===== src/rtl/lcdnw_pkg.sv =====
// ---------------------------------------------------------------------------
// lcdnw_pkg
// Types, codes and the control store shared by the character display
// nibble writer.
// ---------------------------------------------------------------------------
package lcdnw_pkg;

    localparam int CfgIdxW   = 2;
    localparam int PcW       = 5;

    // register indexes
    localparam logic [CfgIdxW-1:0] CFG_SHORT_HOLD = 2'd0;
    localparam logic [CfgIdxW-1:0] CFG_LONG_HOLD  = 2'd1;

    localparam logic [7:0] SHORT_HOLD_RST = 8'd8;
    localparam logic [7:0] LONG_HOLD_RST  = 8'd50;

    // request codes
    localparam logic [2:0] CMD_BYTE   = 3'd0;
    localparam logic [2:0] CMD_DATA   = 3'd1;
    localparam logic [2:0] CMD_CHAR   = 3'd2;
    localparam logic [2:0] CMD_LOCATE = 3'd3;
    localparam logic [2:0] CMD_INIT   = 3'd4;
    localparam logic [2:0] CMD_CLEAR  = 3'd5;

    // character remapping
    localparam logic [7:0] CHR_SKIP  = 8'hC3;
    localparam logic [7:0] CHR_A4    = 8'hA4;
    localparam logic [7:0] CHR_B6    = 8'hB6;
    localparam logic [7:0] CHR_BC    = 8'hBC;
    localparam logic [7:0] CHR_A4_TO = 8'hE1;
    localparam logic [7:0] CHR_B6_TO = 8'hEF;
    localparam logic [7:0] CHR_BC_TO = 8'hF5;
    localparam logic [7:0] LOC_ROW0  = 8'h80;
    localparam logic [7:0] LOC_ROW1  = 8'hC0;
    localparam logic [7:0] BYTE_CLR  = 8'h01;

    // program entry points
    localparam logic [PcW-1:0] ENTRY_BYTE = 5'd0;
    localparam logic [PcW-1:0] ENTRY_INIT = 5'd4;

    // nibble source selects
    localparam logic [1:0] NSEL_CONST = 2'd0;
    localparam logic [1:0] NSEL_HI    = 2'd1;
    localparam logic [1:0] NSEL_LO    = 2'd2;

    typedef struct packed {
        logic [2:0] cmd;
        logic [7:0] value;
        logic       row;
        logic [3:0] column;
    } t_req;

    typedef struct packed {
        logic       reg_select;
        logic       enable_level;
        logic [3:0] nibble;
        logic [7:0] hold_ticks;
        logic       last;
    } t_phase;

    // one control word per step
    typedef struct packed {
        logic       en;
        logic [1:0] nsel;
        logic [3:0] cnib;
        logic       hold_long;
        logic       last;
    } t_uword;

    // start of a program run, handed from the decoder to the sequencer
    typedef struct packed {
        logic           go;
        logic [PcW-1:0] entry;
        logic           rs;
        logic [7:0]     byte_val;
    } t_seq_start;

    function automatic t_uword uw(logic en, logic [1:0] nsel, logic [3:0] cnib,
                                  logic hold_long, logic last);
        t_uword w;
        w.en        = en;
        w.nsel      = nsel;
        w.cnib      = cnib;
        w.hold_long = hold_long;
        w.last      = last;
        return w;
    endfunction

    // control store
    function automatic t_uword ucode(logic [PcW-1:0] pc);
        t_uword w;
        w = uw(1'b0, NSEL_CONST, 4'h0, 1'b0, 1'b1);
        unique case (pc)
            // byte program: high nibble then low nibble
            5'd0:  w = uw(1'b1, NSEL_HI, 4'h0, 1'b0, 1'b0);
            5'd1:  w = uw(1'b0, NSEL_HI, 4'h0, 1'b0, 1'b0);
            5'd2:  w = uw(1'b1, NSEL_LO, 4'h0, 1'b0, 1'b0);
            5'd3:  w = uw(1'b0, NSEL_LO, 4'h0, 1'b0, 1'b1);
            // init program
            5'd4:  w = uw(1'b0, NSEL_CONST, 4'h0, 1'b1, 1'b0);
            5'd5:  w = uw(1'b1, NSEL_CONST, 4'h3, 1'b0, 1'b0);
            5'd6:  w = uw(1'b0, NSEL_CONST, 4'h3, 1'b0, 1'b0);
            5'd7:  w = uw(1'b0, NSEL_CONST, 4'h3, 1'b0, 1'b0);
            5'd8:  w = uw(1'b1, NSEL_CONST, 4'h3, 1'b0, 1'b0);
            5'd9:  w = uw(1'b0, NSEL_CONST, 4'h3, 1'b0, 1'b0);
            5'd10: w = uw(1'b0, NSEL_CONST, 4'h3, 1'b0, 1'b0);
            5'd11: w = uw(1'b1, NSEL_CONST, 4'h3, 1'b0, 1'b0);
            5'd12: w = uw(1'b0, NSEL_CONST, 4'h3, 1'b0, 1'b0);
            5'd13: w = uw(1'b0, NSEL_CONST, 4'h3, 1'b0, 1'b0);
            5'd14: w = uw(1'b1, NSEL_CONST, 4'h2, 1'b0, 1'b0);
            5'd15: w = uw(1'b0, NSEL_CONST, 4'h2, 1'b0, 1'b0);
            5'd16: w = uw(1'b0, NSEL_CONST, 4'h2, 1'b0, 1'b0);
            5'd17: w = uw(1'b1, NSEL_CONST, 4'h0, 1'b0, 1'b0);
            5'd18: w = uw(1'b0, NSEL_CONST, 4'h0, 1'b0, 1'b0);
            5'd19: w = uw(1'b1, NSEL_CONST, 4'h1, 1'b0, 1'b0);
            5'd20: w = uw(1'b0, NSEL_CONST, 4'h1, 1'b0, 1'b0);
            5'd21: w = uw(1'b1, NSEL_CONST, 4'h2, 1'b0, 1'b0);
            5'd22: w = uw(1'b0, NSEL_CONST, 4'h2, 1'b0, 1'b0);
            5'd23: w = uw(1'b1, NSEL_CONST, 4'h8, 1'b0, 1'b0);
            5'd24: w = uw(1'b0, NSEL_CONST, 4'h8, 1'b0, 1'b0);
            5'd25: w = uw(1'b0, NSEL_CONST, 4'h8, 1'b0, 1'b0);
            5'd26: w = uw(1'b1, NSEL_CONST, 4'h0, 1'b0, 1'b0);
            5'd27: w = uw(1'b0, NSEL_CONST, 4'h0, 1'b0, 1'b0);
            5'd28: w = uw(1'b1, NSEL_CONST, 4'hF, 1'b0, 1'b0);
            5'd29: w = uw(1'b0, NSEL_CONST, 4'hF, 1'b0, 1'b0);
            5'd30: w = uw(1'b0, NSEL_CONST, 4'hF, 1'b0, 1'b1);
            default: w = uw(1'b0, NSEL_CONST, 4'h0, 1'b0, 1'b1);
        endcase
        return w;
    endfunction

endpackage


===== src/rtl/lcdnw_seq.sv =====
// ---------------------------------------------------------------------------
// lcdnw_seq
// Step counter over the control store, plain phase datapath and the output
// register.
// ---------------------------------------------------------------------------
module lcdnw_seq (
    input  logic                  i_clk,
    input  logic                  i_rst_n,
    input  lcdnw_pkg::t_seq_start i_start,
    input  logic [7:0]            i_short_hold,
    input  logic [7:0]            i_long_hold,
    output logic                  o_busy,
    output logic                  o_out_valid,
    input  logic                  i_out_stall,
    output lcdnw_pkg::t_phase     o_out
);
    import lcdnw_pkg::*;

    logic           r_busy;
    logic [PcW-1:0] r_pc;
    logic           r_rs;
    logic [7:0]     r_byte;
    logic           r_out_valid;
    t_phase         r_out;

    t_uword         w;
    t_phase         n_out;
    logic           adv;

    assign w   = ucode(r_pc);
    assign adv = r_busy && (!r_out_valid || !i_out_stall);

    always_comb begin
        n_out.reg_select   = r_rs;
        n_out.enable_level = w.en;
        unique case (w.nsel)
            NSEL_HI: n_out.nibble = r_byte[7:4];
            NSEL_LO: n_out.nibble = r_byte[3:0];
            default: n_out.nibble = w.cnib;
        endcase
        n_out.hold_ticks = w.hold_long ? i_long_hold : i_short_hold;
        n_out.last       = w.last;
    end

    always_ff @(posedge i_clk) begin
        if (!i_rst_n) begin
            r_busy      <= 1'b0;
            r_pc        <= ENTRY_BYTE;
            r_out_valid <= 1'b0;
        end else begin
            if (i_start.go) begin
                r_busy <= 1'b1;
                r_pc   <= i_start.entry;
            end else if (adv) begin
                if (w.last) begin
                    r_busy <= 1'b0;
                end else begin
                    r_pc <= r_pc + 1'b1;
                end
            end
            if (adv) begin
                r_out_valid <= 1'b1;
            end else if (!i_out_stall) begin
                r_out_valid <= 1'b0;
            end
        end
    end

    always_ff @(posedge i_clk) begin
        if (i_start.go) begin
            r_rs   <= i_start.rs;
            r_byte <= i_start.byte_val;
        end
        if (adv) begin
            r_out <= n_out;
        end
    end

    assign o_busy      = r_busy;
    assign o_out_valid = r_out_valid;
    assign o_out       = r_out;

endmodule


===== src/rtl/char_lcd_nibble_writer_top.sv =====
// ---------------------------------------------------------------------------
// char_lcd_nibble_writer_top
// Turns display requests into 4-bit bus phases for a character display.
// ---------------------------------------------------------------------------
// One request beat in, a run of phase beats out. A byte request (command,
// raw data, mapped character, locate, clear) gives 4 phases; init gives 27;
// a mapped character 0xC3 and an unknown request code give none. Phases
// leave at one per clock while the output side does not stall, read one a
// cycle from the control store by the step counter, and the input stalls
// while the sequencer is busy with a request's phases; a request that gives
// no phases leaves the input free on the next cycle. The final phase sits
// in the output register while the next request is already taken. Hold
// times come from the short_hold and long_hold registers as they stand when
// the phase is produced; write them only while the block is idle. The
// configuration port is always ready.
// ---------------------------------------------------------------------------
module char_lcd_nibble_writer_top #(
    parameter logic [7:0] SHORT_HOLD_INIT = lcdnw_pkg::SHORT_HOLD_RST,
    parameter logic [7:0] LONG_HOLD_INIT  = lcdnw_pkg::LONG_HOLD_RST
) (
    input  logic                          i_clk,
    input  logic                          i_rst_n,
    // request channel
    input  logic                          i_in_valid,
    output logic                          o_in_stall,
    input  lcdnw_pkg::t_req               i_in_req,
    // phase channel
    output logic                          o_out_valid,
    input  logic                          i_out_stall,
    output lcdnw_pkg::t_phase             o_out,
    // configuration writes
    input  logic                          i_cfg_valid,
    output logic                          o_cfg_ready,
    input  logic [lcdnw_pkg::CfgIdxW-1:0] i_cfg_index,
    input  logic [7:0]                    i_cfg_data
);
    import lcdnw_pkg::*;

    logic [7:0] r_short_hold;
    logic [7:0] r_long_hold;
    logic       busy;
    logic       in_beat;
    t_seq_start start;

    // Configuration: writes beyond the register list are dropped.
    assign o_cfg_ready = 1'b1;

    always_ff @(posedge i_clk) begin
        if (!i_rst_n) begin
            r_short_hold <= SHORT_HOLD_INIT;
            r_long_hold  <= LONG_HOLD_INIT;
        end else if (i_cfg_valid) begin
            unique case (i_cfg_index)
                CFG_SHORT_HOLD: r_short_hold <= i_cfg_data;
                CFG_LONG_HOLD:  r_long_hold  <= i_cfg_data;
                default: ;
            endcase
        end
    end

    // Hold the request side off while a program runs.
    assign o_in_stall = busy;
    assign in_beat    = i_in_valid && !busy;

    // Decode the request into an entry point, a register select and the
    // byte the byte program splits into nibbles.
    always_comb begin
        start.go       = in_beat;
        start.entry    = ENTRY_BYTE;
        start.rs       = 1'b0;
        start.byte_val = i_in_req.value;
        unique case (i_in_req.cmd)
            CMD_BYTE: ;
            CMD_DATA: start.rs = 1'b1;
            CMD_CHAR: begin
                start.rs = 1'b1;
                case (i_in_req.value)
                    CHR_A4:   start.byte_val = CHR_A4_TO;
                    CHR_B6:   start.byte_val = CHR_B6_TO;
                    CHR_BC:   start.byte_val = CHR_BC_TO;
                    CHR_SKIP: start.go       = 1'b0;   // drop: no phases
                    default:  ;
                endcase
            end
            CMD_LOCATE: begin
                start.byte_val = (i_in_req.row ? LOC_ROW1 : LOC_ROW0)
                               | {4'h0, i_in_req.column};
            end
            CMD_INIT:  start.entry    = ENTRY_INIT;
            CMD_CLEAR: start.byte_val = BYTE_CLR;
            default:   start.go       = 1'b0;      // unknown code: drop
        endcase
    end

    lcdnw_seq u_seq (
        .i_clk        (i_clk),
        .i_rst_n      (i_rst_n),
        .i_start      (start),
        .i_short_hold (r_short_hold),
        .i_long_hold  (r_long_hold),
        .o_busy       (busy),
        .o_out_valid  (o_out_valid),
        .i_out_stall  (i_out_stall),
        .o_out        (o_out)
    );

endmodule


===== config.mk =====
export PLATFORM = sky130hd
export DESIGN_NAME = char_lcd_nibble_writer_top
export DESIGN_NICKNAME = d
export VERILOG_FILES = /design/src/rtl/lcdnw_pkg.sv /design/src/rtl/lcdnw_seq.sv /design/src/rtl/char_lcd_nibble_writer_top.sv
export SDC_FILE = /design/constraint.sdc
export NUM_CORES = 1
export LEC_CHECK = 0
export BUFFER_PORTS_ARGS = -buffer_cell sky130_fd_sc_hd__clkbuf_2
export CAP_MARGIN = 0
export CORE_MARGIN = 10
export CORE_UTILIZATION = 35
export DETAILED_ROUTE_END_ITERATION = 12
export PLACE_DENSITY = 0.51
export RECOVER_POWER = 100
export SYNTH_ARGS = -nofsm -noshare
export SYNTH_HDL_FRONTEND = slang
export SYNTH_SLANG_ARGS = --single-unit
export TNS_END_PERCENT = 20

===== constraint.sdc =====
create_clock -name i_clk -period 6.1 [get_ports i_clk]
set_input_delay 0.305 -clock i_clk [delete_from_list [all_inputs] [get_ports i_clk]]
set_output_delay 0.305 -clock i_clk [all_outputs]
set_load 0.005 [all_outputs]

Word-level counts from Yosys, hierarchy flattened
Memory sizes are Yosys's and may differ from the RTL's. A register that Yosys moved wholly into a read port is not among the register bits.
Index checks and enable logic that the tools add are counted.
{ "word_totals": {"regBits": 47, "romBits": 288, "inputBits": 31, "out_inout_bits": 18, "mem_count": 1} }
{ "mem_list": {"columns": ["name", "depth", "width", "read_ports", "rd_ports_with_merged_regs", "wr", "line_no", "text"], "rows": [
  ["(name not given)", 32, 9, 1, 1, 0, "lcdnw_pkg.sv:94", "unique case (pc)"]
]} }
{ "classes": {"add_sub_neg": 1, "n_eq_ne": 14, "n_mux": 19, "n_bitwise": 1, "reduce_logical": 16} }
{ "ops": {"columns": ["operator", "count"], "rows": [
  ["$pmux W8 S3", 2],
  ["$eq A8 B8 Y1 const B", 4],
  ["$mux W5", 5],
  ["$mux W8", 1],
  ["$or A8 B4 Y8", 1],
  ["$pmux W4 S2", 1],
  ["$reduce_and A2 Y1", 4],
  ["$mux W1", 7],
  ["$mux W7", 1],
  ["$eq A3 B2 Y1 const B", 2],
  ["$eq A3 B3 Y1 const B", 2],
  ["$add A5 B1 Y5 const B", 1],
  ["$reduce_or A5 Y1", 1],
  ["$eq A2 B1 Y1 const B", 2],
  ["$reduce_bool A2 Y1", 2],
  ["$eq A3 B1 Y1 const B", 1],
  ["$logic_not A1 Y1", 3],
  ["$logic_not A3 Y1", 1],
  ["$mux W3", 1],
  ["$eq A2 B2 Y1 const B", 1],
  ["$logic_and A1 B1 Y1", 2],
  ["$logic_not A2 Y1", 1],
  ["$ne A2 B1 Y1 const B", 1],
  ["$ne A2 B2 Y1 const B", 1],
  ["other kinds (3)", 3]
]} }

Longest topological paths before layout
Gate-level depths: netlist (run 1).
{ "depth": {"word_depth": 8, "mapped_depth": 11, "mapped_depth_nobuf": 10} }

Cells and area by module
A second synthesis (run 1) with hierarchy kept.
{ "hier_totals": {"cells_unflattened": 277, "area_unflattened_um2": 2905.3} }
{ "modules_own_cells": {"columns": ["mod", "instances", "cells_per_inst", "area_each_um2", "seq_area_each_um2"], "rows": [
  ["lcdnw_seq", 1, 165, 1924.3, 1041.0],
  ["char_lcd_nibble_writer_top", 1, 112, 980.9, 320.3]
]} }

Worst setup path after synthesis (run 1)
No wires, ideal clock.
{ "synth_timing": {"path_kind": "input to register", "from": "input port i_in_req[13] (netlist bit)", "to": "register u_seq.w[8] (netlist name)", "arrival_ns": 2.047, "setup_slack_ns": 3.926, "stages": 9, "cell_sequence": "nor4b_2 > nand4_2 > a21oi_2 > and2_1 > inv_1 > ha_1 > o21ba_2 > mux2i_1 > o211ai_2"} }
{ "synth_via": {"elab_chain_cells": 7, "word_cells_on_any_way": 15} }
{ "synth_rtl": {"columns": ["element", "line_no", "text"], "rows": [
  ["from (decl)", "char_lcd_nibble_writer_top.sv:26", "input lcdnw_pkg::t_req i_in_req,"],
  ["$eq A3 B3 Y1, or another cell as far along", "char_lcd_nibble_writer_top.sv:72", "unique case (i_in_req.cmd)"],
  ["$reduce_or A5 Y1 (no source line)", null, null],
  ["$pmux W1 S2", "char_lcd_nibble_writer_top.sv:72", null],
  ["$ne A2 B2 Y1 (no source line) / $reduce_bool A2 Y1 (equally long branches)", null, null],
  ["$reduce_and A2 Y1 (no source line)", null, null],
  ["$mux W5 (no source line) * (2 in a row)", null, null]
]} }
Mark *: on every way between the ends. The rest lies on a longest branch, timed or not.
A chain may end at the register's enable or synchronous reset.

Final worst setup path (run 1)
{ "layout_timing": {"from": "input port i_in_req[14] (netlist bit)", "to": "register u_seq.w[8] (netlist name)"} }
{ "layout_via": {"elab_chain_cells": 7, "word_cells_on_any_way": 15} }
{ "layout_rtl": {"columns": ["element", "line_no"], "rows": [
  ["$eq A3 B3 Y1, or another cell as far along", "char_lcd_nibble_writer_top.sv:72"],
  ["$reduce_or A5 Y1 (no source line)", null],
  ["$pmux W1 S2", "char_lcd_nibble_writer_top.sv:72"],
  ["$ne A2 B2 Y1 (no source line) / $reduce_bool A2 Y1 (equally long branches)", null],
  ["$reduce_and A2 Y1 (no source line)", null],
  ["$mux W5 (no source line) * (2 in a row)", null]
]} }
Marks and branches as above.

==> summary.md, run 1 <==
| Metric | Value |
|---|---|
| Status | `complete, no violations` |
| Synth area leaders | `edfxtp_1 (25%), dfxtp_1 (22%), mux2i_1 (6.8%)` |
| Initial Util | `35.8%` |
| Clk Latency, worst-skew pair | `0.31 ns` |
| Hold_ws | `roughly 0.23 ns` |
| Maximum root-to-sink buffer count | `2` |
| Hold path depth | `3` |
| Final net count | `357` |
| Number of vias in the routed layout | `~2100` |
| Layout cells sized above 1 | `a little under a fifth` |
| # IOs | `49` |
| P per Cell Area | `roughly 230 nW/um2` |
| Core Box Area | `8180 um2` |
| CP cell instances | `clkbuf_1, nor4b_1, nand4_2, and2_0, nor3_1, o21ai_0, o211ai_2` |
| Peak supply drop | `between 80 and 90 uV` |
| Worst Hold Launch | `i_cfg_data[4]` |
| Max-cap viol count | `0` |
| Rel. slew slack | `2.04%` |
| Crit share post-route | `approximately 53%` |
| Synth Instances | `roughly 280` |
| Die X | `about 110 um` |
| Setup violators final | `0` |
| H-tree depth | `2` |
| Synth area leader | `edfxtp_1` |
| Row Count | `33` |
| Reg2reg start | `u_seq.o_busy` |
| Largest net degree at the start of global routing | `20` |
| Post-Syn Nets | `roughly 320` |
| Async set or reset register ratio after synthesis | `0%` |
| Worst Reg-to-Reg Cells | `6` |
| Distinct cells, synth | `62` |
| #FFs+latches synth | `56` |
| Fin. max-slew vios | `0` |
| Worst path max stage delay | `roughly 1.2 ns` |
| Reg2Reg Setup Slack | `between 3 and 4 ns` |
| Area of the multi-input gates | `1380 um2` |
| Share of the synthesized area in the top cell type | `roughly a quarter` |
| HPWL Detailed | `5.30 mm` |
| Area grow syn2layout | `10.7%` |
| Skew final | `roughly 0.0076 ns` |
| Storage cell area | `1360 um2` |
| Slowest-stage cell, CP | `nor3_1` |
| Post-CTS Hold Buffers | `0` |
| Vias in the first global route | `about 2200` |
| TNS Setup | `0 ns` |
| Clock Tree Root | `clkbuf_8` |
| First-pass GRT wire length | `between 10 and 15 mm` |
| Yosys warnings | `0` |
| Residual DRC | `0` |
| Initial antenna violation count | `0` |
| CTS Buf Count | `5` |
| Initial DRC count | `100` |
| Synth Flop Type | `dfxtp_1` |
| ANT nets after route | `0` |
| Post-Route WL | `6.90 mm` |
| Clock slew at reported path FFs | `0.11 ns` |
| Die area | `about 12000 um2` |
| Gr usage total | `a little over a tenth` |
| Drt wl/cell | `16.3 um` |
| Worst-Margin Slew | `1.46 ns` |
| Period minus WS final | `between 3 and 4 ns` |
| EDFF count, synth | `24` |
| FMAX | `~310 MHz` |
| Worst setup EP type | `register` |
| PostCTS Resize Cnt | `0` |
| Avg Cell Area, Syn | `roughly 11 um2` |
| Hold endpoint | `r_long_hold[4]` |
| CP Class | `input port to register` |
| CP startpoint kind | `input port` |
| Most common cell after layout, fill and taps aside | `dfxtp_1` |
| Port Buffers | `47` |
| Congestion Overflow GR | `0` |
| Proportion of synthesized chip area in sequential cells | `a little under half` |
| Die Y | `111 um` |
| Hold WC Path Type | `input port to register` |
| Crit Path Max Fanout | `14` |
| Leak Pwr | `1.30 nW` |
| Crit path required time | `6.34 ns` |
| # diodes | `0` |
| Mapped cell area | `just under 3000 um2` |
| Data arrival, critical path | `between 3 and 4 ns` |
| CTS tree | `yes` |
| Most frequent cells in the layout | `dfxtp_1 (32), nor2_1 (30), clkbuf_2 (28), edfxtp_1 (24)` |
| # fillers | `851` |
| Hold Vio Cnt, Final | `0` |
| Vias per Instance | `5.07` |
| Drt pass-1 iters | `4` |
| Unrepaired setup endpoints after global routing | `no` |
| CTS Sinks | `56` |
| Worst r2r dst | `u_seq.w[8]` |
| GP Congestion | `around 0.83` |
| # Post-CTS Setup Buffers | `0` |
[cells by family after synthesis]
family / after synthesis / synth area share, %
simple gates: 85 / 16.9
compound gates: 62 / 16.1
flops: 56 / 46.5
buf+inv: 31 / 4.87
mux: 30 / 10.7
fa+ha+maj: 8 / 3.42
xor+xnor: 5 / 1.50
other cells: 1 / 0.128
[state kept, by name (all words and copies together) (netlist names), 5 cells and up]
name / cells
u_seq.r_pc: 5
r_short_hold: 8
u_seq.r_byte: 8
r_long_hold: 8
u_seq.w: 9
u_seq.o_out: 15
[power breakdown]
part | internal, mW | switching, mW
clock | 0.0842 | 0.129
sequential | 0.414 | 0.00984
combinational | 0.0399 | 0.0586
total | 0.538 | 0.198
[worst max-delay path: cells and delay by family]
kind            cells  cell delay, ns
buf+inv             1            0.44
simple gates        4            2.09
compound gates      2            0.61
[synth_stat cells (3+ instances only)]
| cell type | instances |
|---|---|
| o31a_1 | 4 |
| a21oi_1 | 17 |
| mux2_2 | 10 |
| inv_1 | 15 |
| a211oi_2 | 4 |
| a22oi_1 | 4 |
| clkbuf_1 | 8 |
| nand3_1 | 4 |
| nor2_1 | 30 |
| mux2i_1 | 20 |
| edfxtp_1 | 24 |
| nor3b_1 | 4 |
| nor4_2 | 3 |
| dfxtp_1 | 32 |
| ha_1 | 8 |
| buf_4 | 3 |
| nor3_1 | 3 |
| nand2_1 | 16 |
| xor2_1 | 4 |
| nand2b_1 | 5 |
| o21ai_0 | 10 |
[metal layers]
metal,vias up,wire length (um),share of wire [%],track usage (%)
met3,4,264,3.8,2.31
met4,0,76,1.1,3.34
li1,1084,-,-,-
met5,-,0,0,0
met1,1020,3580,52,14.8
met2,41,2980,43,16.6
[cell type report]
class | instances | share of cell area, %
flip-flops and latches | 56 | 42.0
repair buffers | 48 | 6.64
clock buffers | 5 | 2.12
inverters | 16 | 1.85
multi-input cells | 191 | 42.6
well taps | 105 | 4.05
clock inverters | 3 | 0.772
[worst max-delay path by stage]
stage,start,endpoint,cells past startpoint,slack (ns)
after floorplan,i_in_req[13],u_seq.w[8],9,3.93
after CTS,u_seq.o_busy,u_seq.w[2],9,3.56
final,i_in_req[14],u_seq.w[8],7,2.89
after global placement,i_rst_n,u_seq.w[2],9,3.46
after global routing,i_in_req[14],u_seq.w[8],7,2.67
after detailed placement,i_rst_n,u_seq.w[2],9,3.32
[through the flow]
| stage | utilization, % | std cells | power (mW) | setup WS (ns) | instance area (um2) |
|---|---|---|---|---|---|
| floorplan | - | 278 | 0.498 | 3.93 | 2930 |
| global placement | 39.4 | 416 | 0.536 | 3.46 | 3220 |
| detailed placement | 39.4 | 416 | 0.537 | 3.32 | 3220 |
| CTS | 40.5 | 424 | 0.751 | 3.56 | 3310 |
| global route | 39.7 | 424 | 0.778 | 2.67 | 3240 |
| finish | 39.7 | 424 | 0.736 | 2.89 | 3240 |
(Power assumes the default switching activity.)
==> inputs of run 2 (changes only) <==
--- a/config.mk
+++ b/config.mk
@@ -10,7 +10,7 @@
 export CORE_MARGIN = 10
 export CORE_UTILIZATION = 35
 export DETAILED_ROUTE_END_ITERATION = 12
-export PLACE_DENSITY = 0.51
+export PLACE_DENSITY = 0.53
 export RECOVER_POWER = 100
 export SYNTH_ARGS = -nofsm -noshare
 export SYNTH_HDL_FRONTEND = slang
==> constraint.sdc (replaced) <==
create_clock -name i_clk -period 2.9 [get_ports i_clk]
set_input_delay 0.145 -clock i_clk [delete_from_list [all_inputs] [get_ports i_clk]]
set_output_delay 0.145 -clock i_clk [all_outputs]
set_load 0.005 [all_outputs]
==> run 2 against run 1 <==
Net effect:
- cell area is 1.3% higher
- clock power up 89%
- worst hold slack lost 0.14 ns
- critical path depth grew 2
- worst setup slack got worse by 2.5 ns
- utilization rose by 0.51 points
- die area is the same
==> summary.md, run 2 (synthesized netlist as in run 1, its figures left out) <==
| Metric | Value |
|---|---|
| Status | `complete, no violations (unchanged)` |
| Reg2Reg Setup Slack | `0.35 ns (was 3.09 ns)` |
| Vias in the first global route | `2155 (was 2227)` |
| Peak supply drop | `223 uV (was 84.3 uV)` |
| Clock Tree Root | `clkbuf_8 (unchanged)` |
| First-pass GRT wire length | `10.7 mm (was 11.3 mm)` |
| DP Area | `3250 um2 (was 3220 um2)` |
| Die X | `111 um (unchanged)` |
| Drt pass-1 iters | `4 (unchanged)` |
| CP Class | `register to register (was input port to register)` |
| Slowest-stage cell, CP | `dfxtp_1 (was nor3_1)` |
| Critical path's top delay family | `compound AO/OA/AOI/OAI gates (was simple AND/OR/NAND/NOR gates)` |
| FMAX | `between 300 and 400 MHz` |
| CP cell instances | `a21bo_1, nor2_1, xor2_1, and2_1, inv_1, ha_1, xor2_1, a211oi_2, a221oi_2 (was clkbuf_1, nor4b_1, nand4_2, and2_0, nor3_1, o21ai_0, o211ai_2)` |
| Hold WC Path Type | `input port to register (unchanged)` |
| Core Box Area | `8180 um2 (unchanged)` |
| Congestion Overflow GR | `0 (unchanged)` |
| Unrepaired setup endpoints after global routing | `no (unchanged)` |
| Hold path depth | `3 (unchanged)` |
| Maximum root-to-sink buffer count | `2 (unchanged)` |
| CP most frequent cell | `xor2_1` |
| CTS Sinks | `56 (unchanged)` |
| Clk Latency, worst-skew pair | `0.30 ns (was 0.31 ns)` |
| Initial DRC count | `102 (was 100)` |
| Worst-Margin Slew | `0.800 ns (was 1.46 ns)` |
| Largest net degree at the start of global routing | `18 (was 20)` |
| Final net count | `361 (was 357)` |
| # Post-CTS Setup Buffers | `0 (unchanged)` |
| Period minus WS final | `between 2 and 3 ns` |
| Worst r2r dst | `u_seq.w[2] (was u_seq.w[8])` |
| Die area | `12400 um2 (unchanged)` |
| Initial antenna violation count | `0 (unchanged)` |
| Final Cell Area | `3280 um2 (was 3240 um2)` |
| Crit Path Max Fanout | `10 (was 14)` |
| Residual DRC | `0 (unchanged)` |
| Leak Pwr | `1.32 nW (was 1.30 nW)` |
| # diodes | `0 (unchanged)` |
| Hold Vio Cnt, Final | `0 (unchanged)` |
| Drt wl/cell | `15.4 um (was 16.3 um)` |
| CTS Buf Count | `5 (unchanged)` |
| Post-CTS Hold Buffers | `0 (unchanged)` |
| Setup violators final | `0 (unchanged)` |
| Total power | `1.51 mW (was 0.736 mW)` |
| Initial Util | `35.8% (unchanged)` |
| Number of vias in the routed layout | `2135 (was 2149)` |
| Fin. max-slew vios | `0 (unchanged)` |
| Crit share post-route | `between 80% and 90%` |
| CP startpoint kind | `register (was input port)` |
| ANT nets after route | `0 (unchanged)` |
| Clock slew at reported path FFs | `0.09 ns (was 0.11 ns)` |
| Max-cap viol count | `0 (unchanged)` |
| Worst Reg-to-Reg Cells | `9 (was 6)` |
| Die Y | `111 um (unchanged)` |
| TNS Setup | `0 ns (unchanged)` |
| Hold_ws | `0.0869 ns (was 0.227 ns)` |
| Hold endpoint | `r_long_hold[4] (unchanged)` |
| Most common cell after layout, fill and taps aside | `dfxtp_1 (unchanged)` |
| Worst setup EP type | `register (unchanged)` |
| Reg2reg start | `u_seq.o_busy (unchanged)` |
| Rel. slew slack | `46.5% (was 2.04%)` |
| Crit path required time | `3.06 ns (was 6.34 ns)` |
| P per Cell Area | `459 nW/um2 (was 227 nW/um2)` |
| Gr usage total | `10.2% (was 10.8%)` |
| Worst path max stage delay | `0.40 ns (was 1.16 ns)` |
| Critical Path Start | `u_seq.o_busy (was i_in_req[14])` |
| CTS tree | `yes (unchanged)` |
| Most frequent cells in the layout | `dfxtp_1 (32), nor2_1 (31), clkbuf_2 (30), edfxtp_1 (24), clkbuf_1 (22) (was dfxtp_1 (32), nor2_1 (30), clkbuf_2 (28), edfxtp_1 (24))` |
| Port Buffers | `47 (unchanged)` |
| Worst Hold Launch | `i_cfg_data[4] (unchanged)` |
| Data arrival, critical path | `2.71 ns (was 3.46 ns)` |
| Post-Route WL | `6.58 mm (was 6.90 mm)` |
| H-tree depth | `2 (unchanged)` |
| Max reg flops | `15 (unchanged)` |
| Vias per Instance | `4.99 (was 5.07)` |
| Area grow syn2layout | `12.1% (was 10.7%)` |
| Row Count | `33 (unchanged)` |
| # IOs | `49 (unchanged)` |
| GP Congestion | `0.841 (was 0.829)` |
| Crit path buffers/inverters | `1 (unchanged)` |
| Skew final | `0.00517 ns (was 0.00760 ns)` |
| PostCTS Resize Cnt | `0 (unchanged)` |
| Layout cells sized above 1 | `20.4% (was 18.5%)` |
| HPWL Detailed | `5.08 mm (was 5.30 mm)` |
## run 2: how the worst max path moves through the flow
stage	to	cells after the start
6_report	u_seq.w[2]	9
5_1_grt	u_seq.w[2]	10
4_1_cts	u_seq.w[2]	9
3_5_place_dp	u_seq.w[2]	10
3_3_place_gp	u_seq.w[2]	10
2_1_floorplan	u_seq.w[8]	10
## run 2: stage by stage
stage,instances,setup WS [ns],utilization (%)
after floorplan,278,0.734,-
after detailed placement,420,0.323,39.8
after global routing,428,0.151,40.2
final,428,0.350,40.2
after global placement,420,0.403,39.8
after CTS,428,0.431,40.8
## run 2: where the power goes
group          total [mW]  leakage [nW]  switching (mW)  internal, mW
logic               0.213         0.794           0.125        0.0879
registers           0.892         0.486          0.0203         0.871
clock network       0.403        0.0424           0.230         0.173
total                1.51          1.32           0.375          1.13
## run 2: cell type report
type	count	area (um2)
Fill cell	831	4890
Multi-Input combinational cell	191	1410
Sequential cell	56	1360
Timing Repair Buffer	52	240
Tap cell	105	131
Clock buffer	7	76.3
Inverter	16	60.1
Clock inverter	1	8.76
## run 2: layer usage
| metal | vias to the layer above | global-route usage [%] | wire length, um |
|---|---|---|---|
| met2 | 41 | 16.5 | 2930 |
| met1 | 997 | 12.9 | 3280 |
| li1 | 1091 | - | - |
| met5 | - | 0 | 0 |
| met3 | 6 | 2.79 | 306 |
| met4 | 0 | 2.91 | 68 |
## run 2: worst register-to-register path, stage by stage, from the launching register on
cell      delay [ns]
dfxtp_1         0.40
a21bo_1         0.36
nor2_1          0.27
xor2_1          0.20
and2_1          0.27
inv_1           0.11
ha_1            0.29
xor2_1          0.20
a211oi_2        0.27
a221oi_2        0.05
